File: config.mk
export PLATFORM = sky130hd
export DESIGN_NAME = block_occupancy_grid_top
export DESIGN_NICKNAME = d
export VERILOG_FILES = /design/src/rtl/core/bog_pkg.sv /design/src/rtl/core/block_occupancy_grid_top.sv /design/src/rtl/core/bog_accum.sv /design/src/rtl/core/bog_decide.sv
export SDC_FILE = /design/constraint.sdc
export NUM_CORES = 2
export LEC_CHECK = 0
export BUFFER_PORTS_ARGS = -buffer_cell sky130_fd_sc_hd__buf_2
export CORE_MARGIN = 3
export CORE_UTILIZATION = 40
export DETAILED_ROUTE_END_ITERATION = 8
export PLACE_DENSITY = 0.57
export SLEW_MARGIN = 10
export SYNTH_ARGS = -nofsm -noshare
export SYNTH_HDL_FRONTEND = slang
export SYNTH_SLANG_ARGS = --single-unit
File: constraint.sdc
create_clock -name clk -period 18.45 [get_ports clk]
set_input_delay 2.7675 -clock clk [delete_from_list [all_inputs] [get_ports clk]]
set_output_delay 2.7675 -clock clk [all_outputs]
set_load 0.05 [all_outputs]
File: src/rtl/core/bog_pkg.sv
// Package of constants, types and helper functions for the block occupancy grid.
`default_nettype none

package bog_pkg;

  localparam int unsigned MAX_BLOCK_COLS = 16;
  localparam int unsigned MAX_BLOCK_SIZE = 256;
  localparam int unsigned MAX_IMAGE_DIM  = 2048;

  localparam int unsigned PIX_W   = 8;
  localparam int unsigned DIM_W   = 12;
  localparam int unsigned POS_W   = 11;
  localparam int unsigned BS_W    = 9;
  localparam int unsigned INB_W   = 8;
  localparam int unsigned COL_W   = 4;
  localparam int unsigned BX_W    = 5;
  localparam int unsigned ROW_W   = 11;
  localparam int unsigned SUM_W   = 24;
  localparam int unsigned CNT_W   = 17;
  localparam int unsigned PCT_W   = 7;
  localparam int unsigned THR_W   = 8;
  localparam int unsigned LIM_W   = THR_W + CNT_W;
  localparam int unsigned CFG_W   = 12;
  localparam int unsigned CFG_IDX_W = 2;

  localparam int unsigned FULL_SCALE  = 255;
  localparam int unsigned PCT_MAX     = 100;
  // floor(x / 100) equals (x * 5243) >> 19 for every x up to 255 * 100.
  localparam int unsigned RECIP_MUL   = 5243;
  localparam int unsigned RECIP_SHIFT = 19;

  localparam logic [DIM_W-1:0] WIDTH_RST  = DIM_W'(640);
  localparam logic [DIM_W-1:0] HEIGHT_RST = DIM_W'(480);
  localparam logic [BS_W-1:0]  BSIZE_RST  = BS_W'(40);
  localparam logic [PCT_W-1:0] PCT_RST    = PCT_W'(50);

  typedef enum logic [CFG_IDX_W-1:0] {
    REG_IMAGE_WIDTH  = 2'd0,
    REG_IMAGE_HEIGHT = 2'd1,
    REG_BLOCK_SIZE   = 2'd2,
    REG_OCC_PERCENT  = 2'd3
  } cfg_reg_t;

  typedef struct packed {
    logic [DIM_W-1:0] width;
    logic [DIM_W-1:0] height;
    logic [BS_W-1:0]  bsize;
    logic [THR_W-1:0] thr;
  } cfg_t;

  typedef struct packed {
    logic             valid;
    logic [SUM_W-1:0] sum;
    logic [CNT_W-1:0] cnt;
    logic [ROW_W-1:0] row;
    logic [COL_W-1:0] col;
    logic             last;
  } blk_res_t;

  function automatic logic [DIM_W-1:0] clamp_dim(input logic [DIM_W-1:0] v);
    logic [DIM_W-1:0] r;
    if (v == '0) begin
      r = DIM_W'(1);
    end else if (v > DIM_W'(MAX_IMAGE_DIM)) begin
      r = DIM_W'(MAX_IMAGE_DIM);
    end else begin
      r = v;
    end
    return r;
  endfunction

  function automatic logic [BS_W-1:0] clamp_bsize(input logic [BS_W-1:0] v);
    logic [BS_W-1:0] r;
    if (v == '0) begin
      r = BS_W'(1);
    end else if (v > BS_W'(MAX_BLOCK_SIZE)) begin
      r = BS_W'(MAX_BLOCK_SIZE);
    end else begin
      r = v;
    end
    return r;
  endfunction

  function automatic logic [THR_W-1:0] calc_thr(input logic [PCT_W-1:0] pct);
    logic [PCT_W-1:0] p;
    logic [14:0]      scaled;
    logic [27:0]      prod;
    p = (pct > PCT_W'(PCT_MAX)) ? PCT_W'(PCT_MAX) : pct;
    scaled = 15'(p) * 15'(FULL_SCALE);
    prod = 28'(scaled) * 28'(RECIP_MUL);
    return prod[RECIP_SHIFT +: THR_W];
  endfunction

endpackage

`default_nettype wire

File: src/rtl/core/block_occupancy_grid_top.sv
// Top level of the block occupancy grid: configuration registers and the two stages.
`default_nettype none

// One pixel is taken in every cycle while in_ready is high. A pixel that completes a
// block is held in the intermediate stage with its updated column accumulator, then the
// result register stores the sum compared with the threshold times the pixel count.
// in_ready falls only while both the intermediate stage and the result register hold
// a block that the consumer has not yet taken. There is no clearing pass after reset.
module block_occupancy_grid_top (
  input  wire                              clk,
  input  wire                              rst_n,
  input  wire                              in_valid,
  output logic                             in_ready,
  input  wire  [bog_pkg::PIX_W-1:0]        in_pixel,
  input  wire                              in_frame_start,
  output logic                             out_valid,
  input  wire                              out_ready,
  output logic [bog_pkg::ROW_W-1:0]        out_block_row,
  output logic [bog_pkg::COL_W-1:0]        out_block_col,
  output logic                             out_occupied,
  output logic                             out_last_of_frame,
  input  wire                              cfg_we,
  input  wire  [bog_pkg::CFG_IDX_W-1:0]    cfg_index,
  input  wire  [bog_pkg::CFG_W-1:0]        cfg_data
);
  import bog_pkg::*;

  cfg_t     cfg_r;
  blk_res_t mid;
  logic     out_adv;
  logic     mid_free;
  logic     accept;

  always_ff @(posedge clk) begin
    if (!rst_n) begin
      cfg_r.width  <= WIDTH_RST;
      cfg_r.height <= HEIGHT_RST;
      cfg_r.bsize  <= BSIZE_RST;
      cfg_r.thr    <= calc_thr(PCT_RST);
    end else if (cfg_we) begin
      unique case (cfg_reg_t'(cfg_index))
        REG_IMAGE_WIDTH:  cfg_r.width  <= clamp_dim(cfg_data);
        REG_IMAGE_HEIGHT: cfg_r.height <= clamp_dim(cfg_data);
        REG_BLOCK_SIZE:   cfg_r.bsize  <= clamp_bsize(cfg_data[BS_W-1:0]);
        REG_OCC_PERCENT:  cfg_r.thr    <= calc_thr(cfg_data[PCT_W-1:0]);
        default: ;
      endcase
    end
  end

  assign mid_free = !mid.valid || out_adv;
  assign in_ready = mid_free;
  assign accept   = in_valid && mid_free;

  bog_accum u_accum (
    .clk         (clk),
    .rst_n       (rst_n),
    .accept      (accept),
    .pixel       (in_pixel),
    .frame_start (in_frame_start),
    .cfg         (cfg_r),
    .mid_free    (mid_free),
    .mid         (mid)
  );

  bog_decide u_decide (
    .clk               (clk),
    .rst_n             (rst_n),
    .mid               (mid),
    .thr               (cfg_r.thr),
    .out_adv           (out_adv),
    .out_valid         (out_valid),
    .out_ready         (out_ready),
    .out_block_row     (out_block_row),
    .out_block_col     (out_block_col),
    .out_occupied      (out_occupied),
    .out_last_of_frame (out_last_of_frame)
  );

endmodule

`default_nettype wire

File: src/rtl/core/bog_accum.sv
// Raster position tracking and per-column block accumulators.
`default_nettype none

module bog_accum (
  input  wire                         clk,
  input  wire                         rst_n,
  input  wire                         accept,
  input  wire  [bog_pkg::PIX_W-1:0]   pixel,
  input  wire                         frame_start,
  input  wire  bog_pkg::cfg_t         cfg,
  input  wire                         mid_free,
  output bog_pkg::blk_res_t           mid
);
  import bog_pkg::*;

  logic [POS_W-1:0] pixel_x_r, pixel_y_r;
  logic [INB_W-1:0] x_in_block_r, y_in_block_r;
  logic [BX_W-1:0]  block_x_r;
  logic [ROW_W-1:0] block_y_r;
  logic [SUM_W-1:0] sum_r [MAX_BLOCK_COLS];
  logic [CNT_W-1:0] cnt_r [MAX_BLOCK_COLS];
  blk_res_t         mid_r, mid_nxt;

  logic [POS_W-1:0] px, py;
  logic [INB_W-1:0] xib, yib;
  logic [BX_W-1:0]  bx;
  logic [ROW_W-1:0] by;
  logic [COL_W-1:0] idx;
  logic             in_range;
  logic [SUM_W-1:0] sum_old, sum_nxt;
  logic [CNT_W-1:0] cnt_old, cnt_nxt;
  logic [SUM_W:0]   sum_add;
  logic [CNT_W:0]   cnt_add;
  logic             row_end, y_end, frame_end, bcol_end, yb_end, emit, last;

  assign px  = frame_start ? '0 : pixel_x_r;
  assign py  = frame_start ? '0 : pixel_y_r;
  assign xib = frame_start ? '0 : x_in_block_r;
  assign yib = frame_start ? '0 : y_in_block_r;
  assign bx  = frame_start ? '0 : block_x_r;
  assign by  = frame_start ? '0 : block_y_r;

  assign in_range = (bx < BX_W'(MAX_BLOCK_COLS));
  assign idx      = bx[COL_W-1:0];
  assign sum_old  = frame_start ? '0 : sum_r[idx];
  assign cnt_old  = frame_start ? '0 : cnt_r[idx];
  assign sum_add  = {1'b0, sum_old} + (SUM_W+1)'(pixel);
  assign cnt_add  = {1'b0, cnt_old} + (CNT_W+1)'(1);
  assign sum_nxt  = sum_add[SUM_W] ? '1 : sum_add[SUM_W-1:0];
  assign cnt_nxt  = cnt_add[CNT_W] ? '1 : cnt_add[CNT_W-1:0];

  assign row_end   = ((DIM_W'(px) + DIM_W'(1)) >= cfg.width);
  assign y_end     = ((DIM_W'(py) + DIM_W'(1)) >= cfg.height);
  assign frame_end = row_end && y_end;
  assign bcol_end  = ((BS_W'(xib) + BS_W'(1)) >= cfg.bsize) || row_end;
  assign yb_end    = ((BS_W'(yib) + BS_W'(1)) >= cfg.bsize);
  assign emit      = in_range && bcol_end && (yb_end || y_end);
  assign last      = y_end && (row_end || (bx == BX_W'(MAX_BLOCK_COLS - 1)));

  always_comb begin
    mid_nxt = mid_r;
    if (mid_free) begin
      mid_nxt.valid = accept && emit;
    end
    if (accept && emit) begin
      mid_nxt.sum  = sum_nxt;
      mid_nxt.cnt  = cnt_nxt;
      mid_nxt.row  = by;
      mid_nxt.col  = idx;
      mid_nxt.last = last;
    end
  end

  always_ff @(posedge clk) begin
    if (!rst_n) begin
      mid_r.valid <= 1'b0;
    end else begin
      mid_r.valid <= mid_nxt.valid;
    end
    mid_r.sum  <= mid_nxt.sum;
    mid_r.cnt  <= mid_nxt.cnt;
    mid_r.row  <= mid_nxt.row;
    mid_r.col  <= mid_nxt.col;
    mid_r.last <= mid_nxt.last;
  end

  always_ff @(posedge clk) begin
    if (!rst_n) begin
      for (int i = 0; i < MAX_BLOCK_COLS; i++) begin
        sum_r[i] <= '0;
        cnt_r[i] <= '0;
      end
    end else if (accept) begin
      for (int i = 0; i < MAX_BLOCK_COLS; i++) begin
        if (in_range && (idx == COL_W'(i))) begin
          sum_r[i] <= emit ? '0 : sum_nxt;
          cnt_r[i] <= emit ? '0 : cnt_nxt;
        end else if (frame_start) begin
          sum_r[i] <= '0;
          cnt_r[i] <= '0;
        end
      end
    end
  end

  always_ff @(posedge clk) begin
    if (!rst_n) begin
      pixel_x_r    <= '0;
      pixel_y_r    <= '0;
      x_in_block_r <= '0;
      y_in_block_r <= '0;
      block_x_r    <= '0;
      block_y_r    <= '0;
    end else if (accept) begin
      if (frame_end) begin
        pixel_x_r    <= '0;
        pixel_y_r    <= '0;
        x_in_block_r <= '0;
        y_in_block_r <= '0;
        block_x_r    <= '0;
        block_y_r    <= '0;
      end else if (row_end) begin
        pixel_x_r    <= '0;
        x_in_block_r <= '0;
        block_x_r    <= '0;
        pixel_y_r    <= py + POS_W'(1);
        block_y_r    <= yb_end ? (by + ROW_W'(1)) : by;
        y_in_block_r <= yb_end ? '0 : (yib + INB_W'(1));
      end else begin
        pixel_x_r    <= px + POS_W'(1);
        pixel_y_r    <= py;
        y_in_block_r <= yib;
        block_y_r    <= by;
        x_in_block_r <= bcol_end ? '0 : (xib + INB_W'(1));
        block_x_r    <= (bcol_end && in_range) ? (bx + BX_W'(1)) : bx;
      end
    end
  end

  assign mid = mid_r;

endmodule

`default_nettype wire

File: src/rtl/core/bog_decide.sv
// Occupancy comparison and the registered result stage.
`default_nettype none

module bog_decide (
  input  wire                          clk,
  input  wire                          rst_n,
  input  wire  bog_pkg::blk_res_t      mid,
  input  wire  [bog_pkg::THR_W-1:0]    thr,
  output logic                         out_adv,
  output logic                         out_valid,
  input  wire                          out_ready,
  output logic [bog_pkg::ROW_W-1:0]    out_block_row,
  output logic [bog_pkg::COL_W-1:0]    out_block_col,
  output logic                         out_occupied,
  output logic                         out_last_of_frame
);
  import bog_pkg::*;

  logic             out_valid_r;
  logic [ROW_W-1:0] row_r;
  logic [COL_W-1:0] col_r;
  logic             occ_r, last_r;
  logic [LIM_W-1:0] lim;
  logic             occ;

  assign lim     = LIM_W'(thr) * LIM_W'(mid.cnt);
  assign occ     = (LIM_W'(mid.sum) > lim);
  assign out_adv = !out_valid_r || out_ready;

  always_ff @(posedge clk) begin
    if (!rst_n) begin
      out_valid_r <= 1'b0;
    end else if (out_adv) begin
      out_valid_r <= mid.valid;
    end
    if (out_adv && mid.valid) begin
      row_r  <= mid.row;
      col_r  <= mid.col;
      occ_r  <= occ;
      last_r <= mid.last;
    end
  end

  assign out_valid         = out_valid_r;
  assign out_block_row     = row_r;
  assign out_block_col     = col_r;
  assign out_occupied      = occ_r;
  assign out_last_of_frame = last_r;

endmodule

`default_nettype wire

# Yosys cells after proc, flatten, opt, wreduce, memory -nomap -nowiden
# Memories as Yosys holds them, arrays and structs flattened.
# Index checks and enable logic that the tools add are counted.
dict set report classes {
  add_sub_neg 12
  mul 3
  n_lt_le_gt_ge 9
  eq_ne 19
  mux 227
  n_bitwise 64
  reduce_logical 38
}
# op n
set ops {}
lappend ops {{24-bit 2-to-1 mux} 35}
lappend ops {{17-bit 2-to-1 mux} 35}
lappend ops {{1-bit 2-to-1 mux} 130}
lappend ops {{11-bit 2-to-1 mux} 10}
lappend ops {{8-bit 2-to-1 mux} 8}
lappend ops {{1-bit OR} 64}
lappend ops {{11-bit by 1-bit adder with 11-bit output (second input constant)} 3}
lappend ops {{4-bit equality test (second input constant)} 8}
lappend ops {{15-bit by 13-bit multiplier with 27-bit output (second input constant)} 1}
lappend ops {{24-bit by 8-bit adder with 25-bit output} 1}
lappend ops {{24-bit by 25-bit > comparator with 1-bit output} 1}
lappend ops {{8-bit by 17-bit multiplier with 25-bit output} 1}
lappend ops {{11-bit by 1-bit adder with 12-bit output (second input constant)} 2}
lappend ops {{12-bit >= comparator} 2}
lappend ops {{12-bit 2-to-1 mux} 2}
lappend ops {{1-bit logical AND} 23}
lappend ops {{5-bit 2-to-1 mux} 4}
lappend ops {{17-bit by 1-bit adder with 18-bit output (second input constant)} 1}
lappend ops {{8-bit by 1-bit adder with 9-bit output (second input constant)} 2}
lappend ops {{9-bit >= comparator} 2}
lappend ops {{9-bit 2-to-1 mux} 2}
lappend ops {{8-bit by 1-bit adder with 8-bit output (second input constant)} 2}
lappend ops {{4-bit by 3-bit equality test with 1-bit output (second input constant)} 4}
lappend ops {{7-bit by 8-bit multiplier with 15-bit output (second input constant)} 1}
lappend ops {{18 further kinds} 28}
dict set report word_totals {
  ff_bits 171
  mem_bits_rw 656
  input_bits 28
  out_inout_bits 19
  word_cells 395
  n_memories 2
}
# name words width rd rd_clocked_by_memory_dff wr line
set memory_table {}
lappend memory_table {u_accum.sum_r 16 24 1 0 16 bog_accum.sv:20} ;# logic [SUM_W-1:0] sum_r [MAX_BLOCK_COLS];
lappend memory_table {u_accum.cnt_r 16 17 1 0 16 bog_accum.sv:21} ;# logic [CNT_W-1:0] cnt_r [MAX_BLOCK_COLS];

# Longest topological paths before layout
dict set report depth {
  depth_word 9
  mapped_depth 39
  ltp_nobuf 39
}

# By module
# A second synthesis with hierarchy kept.
dict set report hier_totals {
  cells_unflattened 4464
  hier_area_um2 48970.7
}
# mod n_inst cells_each area_per_inst_um2 seq_area_each_um2
set by_module_without_submodules {}
lappend by_module_without_submodules {bog_accum 1 3157 36935.4 22511.6}
lappend by_module_without_submodules {block_occupancy_grid_top 1 741 6663.9 820.8}
lappend by_module_without_submodules {bog_decide 1 566 5371.4 530.5}

# Least setup slack after synthesis
# OpenSTA, ideal clock, no wires.
dict set report synth_timing {
  path_kind {input -> register}
  start {in cfg_data[2] (netlist name)}
  end {reg cfg_r[2] (netlist name)}
  setup_ns 0.106
  arrival_time_ns 11.209
  required_ns 18.344
  slack_ns 7.135
  path_stages 35
  n_path_buf 0
  cell_sequence {o311ai_0 nand2_1 inv_1 fa_1 fa_1 inv_1 fa_1 fa_1 inv_1 ha_1 nor3_1 nor2_1 o41ai_1 o21ai_0 nor2_1 xnor2_1 ha_1 inv_1 fa_1 inv_1 fa_1 fa_1 inv_1 fa_1 inv_1 ha_1 a21oi_1 o21ai_0 nor3_1 o21a_1 nor3b_1 o21a_1 o21ai_0 nor3b_1 o311ai_0}
}
dict set report synth_between {
  elab_chain_len 4
}
# element line
set synth_rtl {}
lappend synth_rtl {{start, declared} block_occupancy_grid_top.sv:24} ;# input wire [bog_pkg::CFG_W-1:0] cfg_data
lappend synth_rtl {{7-bit > comparator} bog_pkg.sv:88} ;# p = (pct > PCT_W'(PCT_MAX)) ? PCT_W'(PCT_MAX) : pct;
lappend synth_rtl {{7-bit 2-to-1 mux *} bog_pkg.sv:88}
lappend synth_rtl {{7-bit by 8-bit multiplier with 15-bit output *} bog_pkg.sv:89} ;# scaled = 15'(p) * 15'(FULL_SCALE);
lappend synth_rtl {{15-bit by 13-bit multiplier with 27-bit output *} bog_pkg.sv:90} ;# prod = 28'(scaled) * 28'(RECIP_MUL);
# Mark *: on every way between the ends. The rest lies on a longest branch, timed or not.
# A chain may end at the register's enable or synchronous reset.

# Worst setup path after layout
dict set report layout_timing {
  start {in cfg_data[2] (netlist name)}
  end {reg cfg_r[7] (netlist name)}
}
dict set report layout_between {
  elab_chain_len 4
}
# element line
set layout_rtl {}
lappend layout_rtl {{7-bit > comparator} bog_pkg.sv:88}
lappend layout_rtl {{7-bit 2-to-1 mux *} bog_pkg.sv:88}
lappend layout_rtl {{7-bit by 8-bit multiplier with 15-bit output *} bog_pkg.sv:89}
lappend layout_rtl {{15-bit by 13-bit multiplier with 27-bit output *} bog_pkg.sv:90}
# Marks and branches as above.

==> results by group <==
Run status
  • Status: finished, final reports clean

GRT
  • Initial antenna violation count: 4
  • GRT overflow: 0
  • Largest net degree at the start of global routing: roughly 110
  • Vias in the first global route: 33300
  • Global-route wire length before repair: 211 mm
  • Global-route usage over all layers: around 22%

Logic synthesis
  • Post-synthesis xor/xnor area fraction: 1.78%
  • Mapped Nets: 4877
  • Yosys warnings: 0
  • Main combinational cell family by area after synthesis: simple AND/OR/NAND/NOR gates
  • Synth Area in Compound Gates: 10.3%
  • Mapped Avg Cell Area: ~11 µm²
  • Synth unique cells: just under 100
  • Synthesized instance count: between 4000 and 5000
  • Ys async rst share: 0%
  • Synth Area in Simple Gates: around 15%
  • Post-synth top flop: edfxtp_1
  • Seq/Total Area, Yosys: 49.8%
  • Mapped Area: 47900 µm²
  • Portion of netlist area occupied by mux cells: ~3.3%
  • Yosys reg bits: roughly 830
  • Post-synth EDFFs: 730
  • Area share of fa/ha/maj cells after synthesis: approximately 14%

Floorplanning
  • I/O pin total: between 40 and 50
  • Core area: about 120000 µm²
  • Die Y: around 350 µm
  • Row count: 126
  • Die W: 352 µm
  • Die area: 124000 µm²
  • Starting Density: about 40%

Flow run
  • Maxcap violations: 0

Placement
  • Global placement routability congestion: between 0.8 and 0.9
  • Hpwl dp: between 80 and 90 mm
  • Port buffer count: between 40 and 50

Timing
  • Max Slew Vio Count: 0
  • Fin crit share: roughly 66%
  • Fin crit period: about 12 ns
  • Worst relative slew slack: 17.7%
  • TNS Setup: 0 ns
  • RSZ-0062 raised after global routing: no
  • Clk_skew: 0.0507 ns
  • Final setup viols: 0
  • Hold Violations, Final: 0
  • Worst slew pin tran: about 1.2 ns
  • Max Freq: a little over 80 MHz

CTS
  • TritonCTS Buffers: roughly 90
  • Root Driver: clkbuf_16
  • H-tree lvl count: 3
  • Clk slew on worst S/H paths: approximately 0.060 ns
  • Postcts setup bufs: 0
  • Clock sink count: 827
  • CTS tree: yes
  • Clock Path Buffers: 3
  • CTS resizes: 0
  • Hold buffer count at cts: 0
  • Clk Latency, worst-skew pair: approximately 0.7 ns

Routing
  • Wire length on met1: 59.5 mm
  • Initial DRC count: ~3200
  • Met2 WL: around 64 mm
  • Final ANT Viol Nets: 0
  • Via Count: 33800
  • Routed WL: 140 mm
  • DRT Pass-1 Iters: 6
  • Post-DR vias/cell: around 5.6
  • Top Layer Used: met5
  • WL per Instance: ~23 µm
  • DRC: 0
  • Met3 WL: roughly 12 mm

Layout
  • Commonest cells after routing, fill and taps aside: edfxtp_1 (730), nor2_1 (688), nand2_1 (364)
  • Most common cell after layout, fill and taps aside: edfxtp_1
  • Area growth syn-to-layout: 9.65%
  • Layout Nets: approximately 4800
  • Share of the core filled with cells: between 40% and 50%
  • Fraction of layout instances using a drive strength above 1: 9.45%

Setup path
  • Slowest cell on crit path: xnor2_1
  • CP Capture Type: flip-flop
  • CP arrival: 12.73 ns
  • WS Path Type: in -> reg
  • CP max FO: 9
  • Critical Path Max Stage Delay: a little over 0.8 ns
  • WP buf/inv: 8
  • Crit path launch type: input pin
  • Most common cell on crit path: fa_1
  • Crit path required time: 18.99 ns
  • Top cell family by delay on the critical path: adder cells

Hold path
  • Hold Crit Class: reg -> reg
-- cell usage after synthesis, drive strengths merged, types with 9 or more instances --
| master | count | area (µm²) |
|---|---|---|
| dfxtp | 97 | 1940 |
| nand2b | 24 | 150 |
| or2 | 26 | 163 |
| fa | 169 | 3380 |
| and3 | 13 | 81.3 |
| buf | 120 | 718 |
| a31oi | 34 | 213 |
| inv | 347 | 1300 |
| a21o | 36 | 270 |
| ha | 267 | 3340 |
| xor2 | 48 | 420 |
| nand3b | 14 | 105 |
| nand4 | 37 | 253 |
| o22ai | 25 | 156 |
| a2bb2oi | 18 | 158 |
| clkbuf | 168 | 632 |
| a211oi | 64 | 490 |
| mux2i | 60 | 608 |
| nand3 | 72 | 375 |
| a221oi | 38 | 333 |
| edfxtp | 730 | 21900 |
| nor2b | 83 | 519 |
| xnor2 | 47 | 412 |
| a21oi | 230 | 1170 |
| nor3 | 46 | 268 |
| and2 | 89 | 557 |
| a22oi | 22 | 165 |
| nand2 | 369 | 1390 |
| o22a | 11 | 96.3 |
| a311o | 10 | 100 |
| o21ai | 108 | 541 |
| nor3b | 21 | 168 |
| nor2 | 704 | 2680 |
| a211o | 9 | 78.8 |
| mux4 | 40 | 901 |
| o211ai | 35 | 263 |
| nor4 | 12 | 100 |
| or3 | 22 | 143 |
| o221ai | 16 | 140 |
| o21a | 17 | 128 |
-- area by class of cell --
type                    count  area, µm²
clock inverters            45        404
flip-flops and latches    827      23900
repair buffers            129        868
clock buffers             115       2390
multi-input cells        2950      21700
fillers                 11100      65900
diodes                      2       5.00
inverters                 348       1310
well taps                1600       2000
-- layer usage --
layer | up-vias | global-route usage, %
li1 | 15400 | -
met1 | 16900 | 30.8
met2 | 1357 | 35.8
met3 | 224 | 4.11
met4 | 2 | 7.32
met5 | - | 0
-- sequential cells by signal, summed over array words and instances (netlist names) --
register	count
u_accum.block_y_r	11
u_accum.x_in_block_r	8
u_accum.pixel_x_r	11
cfg_r	41
u_accum.mid	58
u_decide.out_block_col	4
u_decide.out_block_row	11
u_accum.sum_r	384
u_accum.block_x_r	5
u_decide.out_last_of_frame	1
u_accum.pixel_y_r	11
u_decide.out_occupied	1
u_accum.cnt_r	272
u_decide.out_valid	1
u_accum.y_in_block_r	8
-- cell families after synthesis --
| kind of cell | count (synthesis) |
|---|---|
| compound gates | 744 |
| xor+xnor | 96 |
| fa+ha+maj | 436 |
| buf+inv | 636 |
| flops | 827 |
| mux | 108 |
| simple gates | 1566 |
-- final timing paths --
check | from | endpoint | slack, ns | cells after the start
hold / removal | u_accum.mid[8]$_DFFE_PP_ | u_decide.out_block_row[3]$_DFFE_PP_ | 0.42 | 0
hold reg to reg | u_accum.mid[8]$_DFFE_PP_ | u_decide.out_block_row[3]$_DFFE_PP_ | 0.42 | 0
setup / recovery | cfg_data[2] | cfg_r[7]$_SDFFE_PN0P_ | 6.26 | 36
setup reg to reg | u_accum.block_x_r[0]$_SDFFE_PN0P_ | u_accum.mid[40]$_DFFE_PP_ | 10.70 | 19
-- through the flow --
stage / instances / hold WS (ns) / setup slack (ns) / cell area [µm²]
finish: 6016 / 0.417 / 6.26 / 52500
global route: 6014 / 0.423 / 5.51 / 52500
CTS: 6014 / 0.419 / 6.34 / 52500
detailed placement: 5854 / 0.405 / 5.72 / 49700
global placement: 5854 / 0.402 / 5.88 / 49700
floorplan: 4413 / 0.400 / 7.13 / 47900
Power is left out: the tool's default activity adds up to more than one toggle a clock period on the data nets, which glitch-free logic cannot reach.
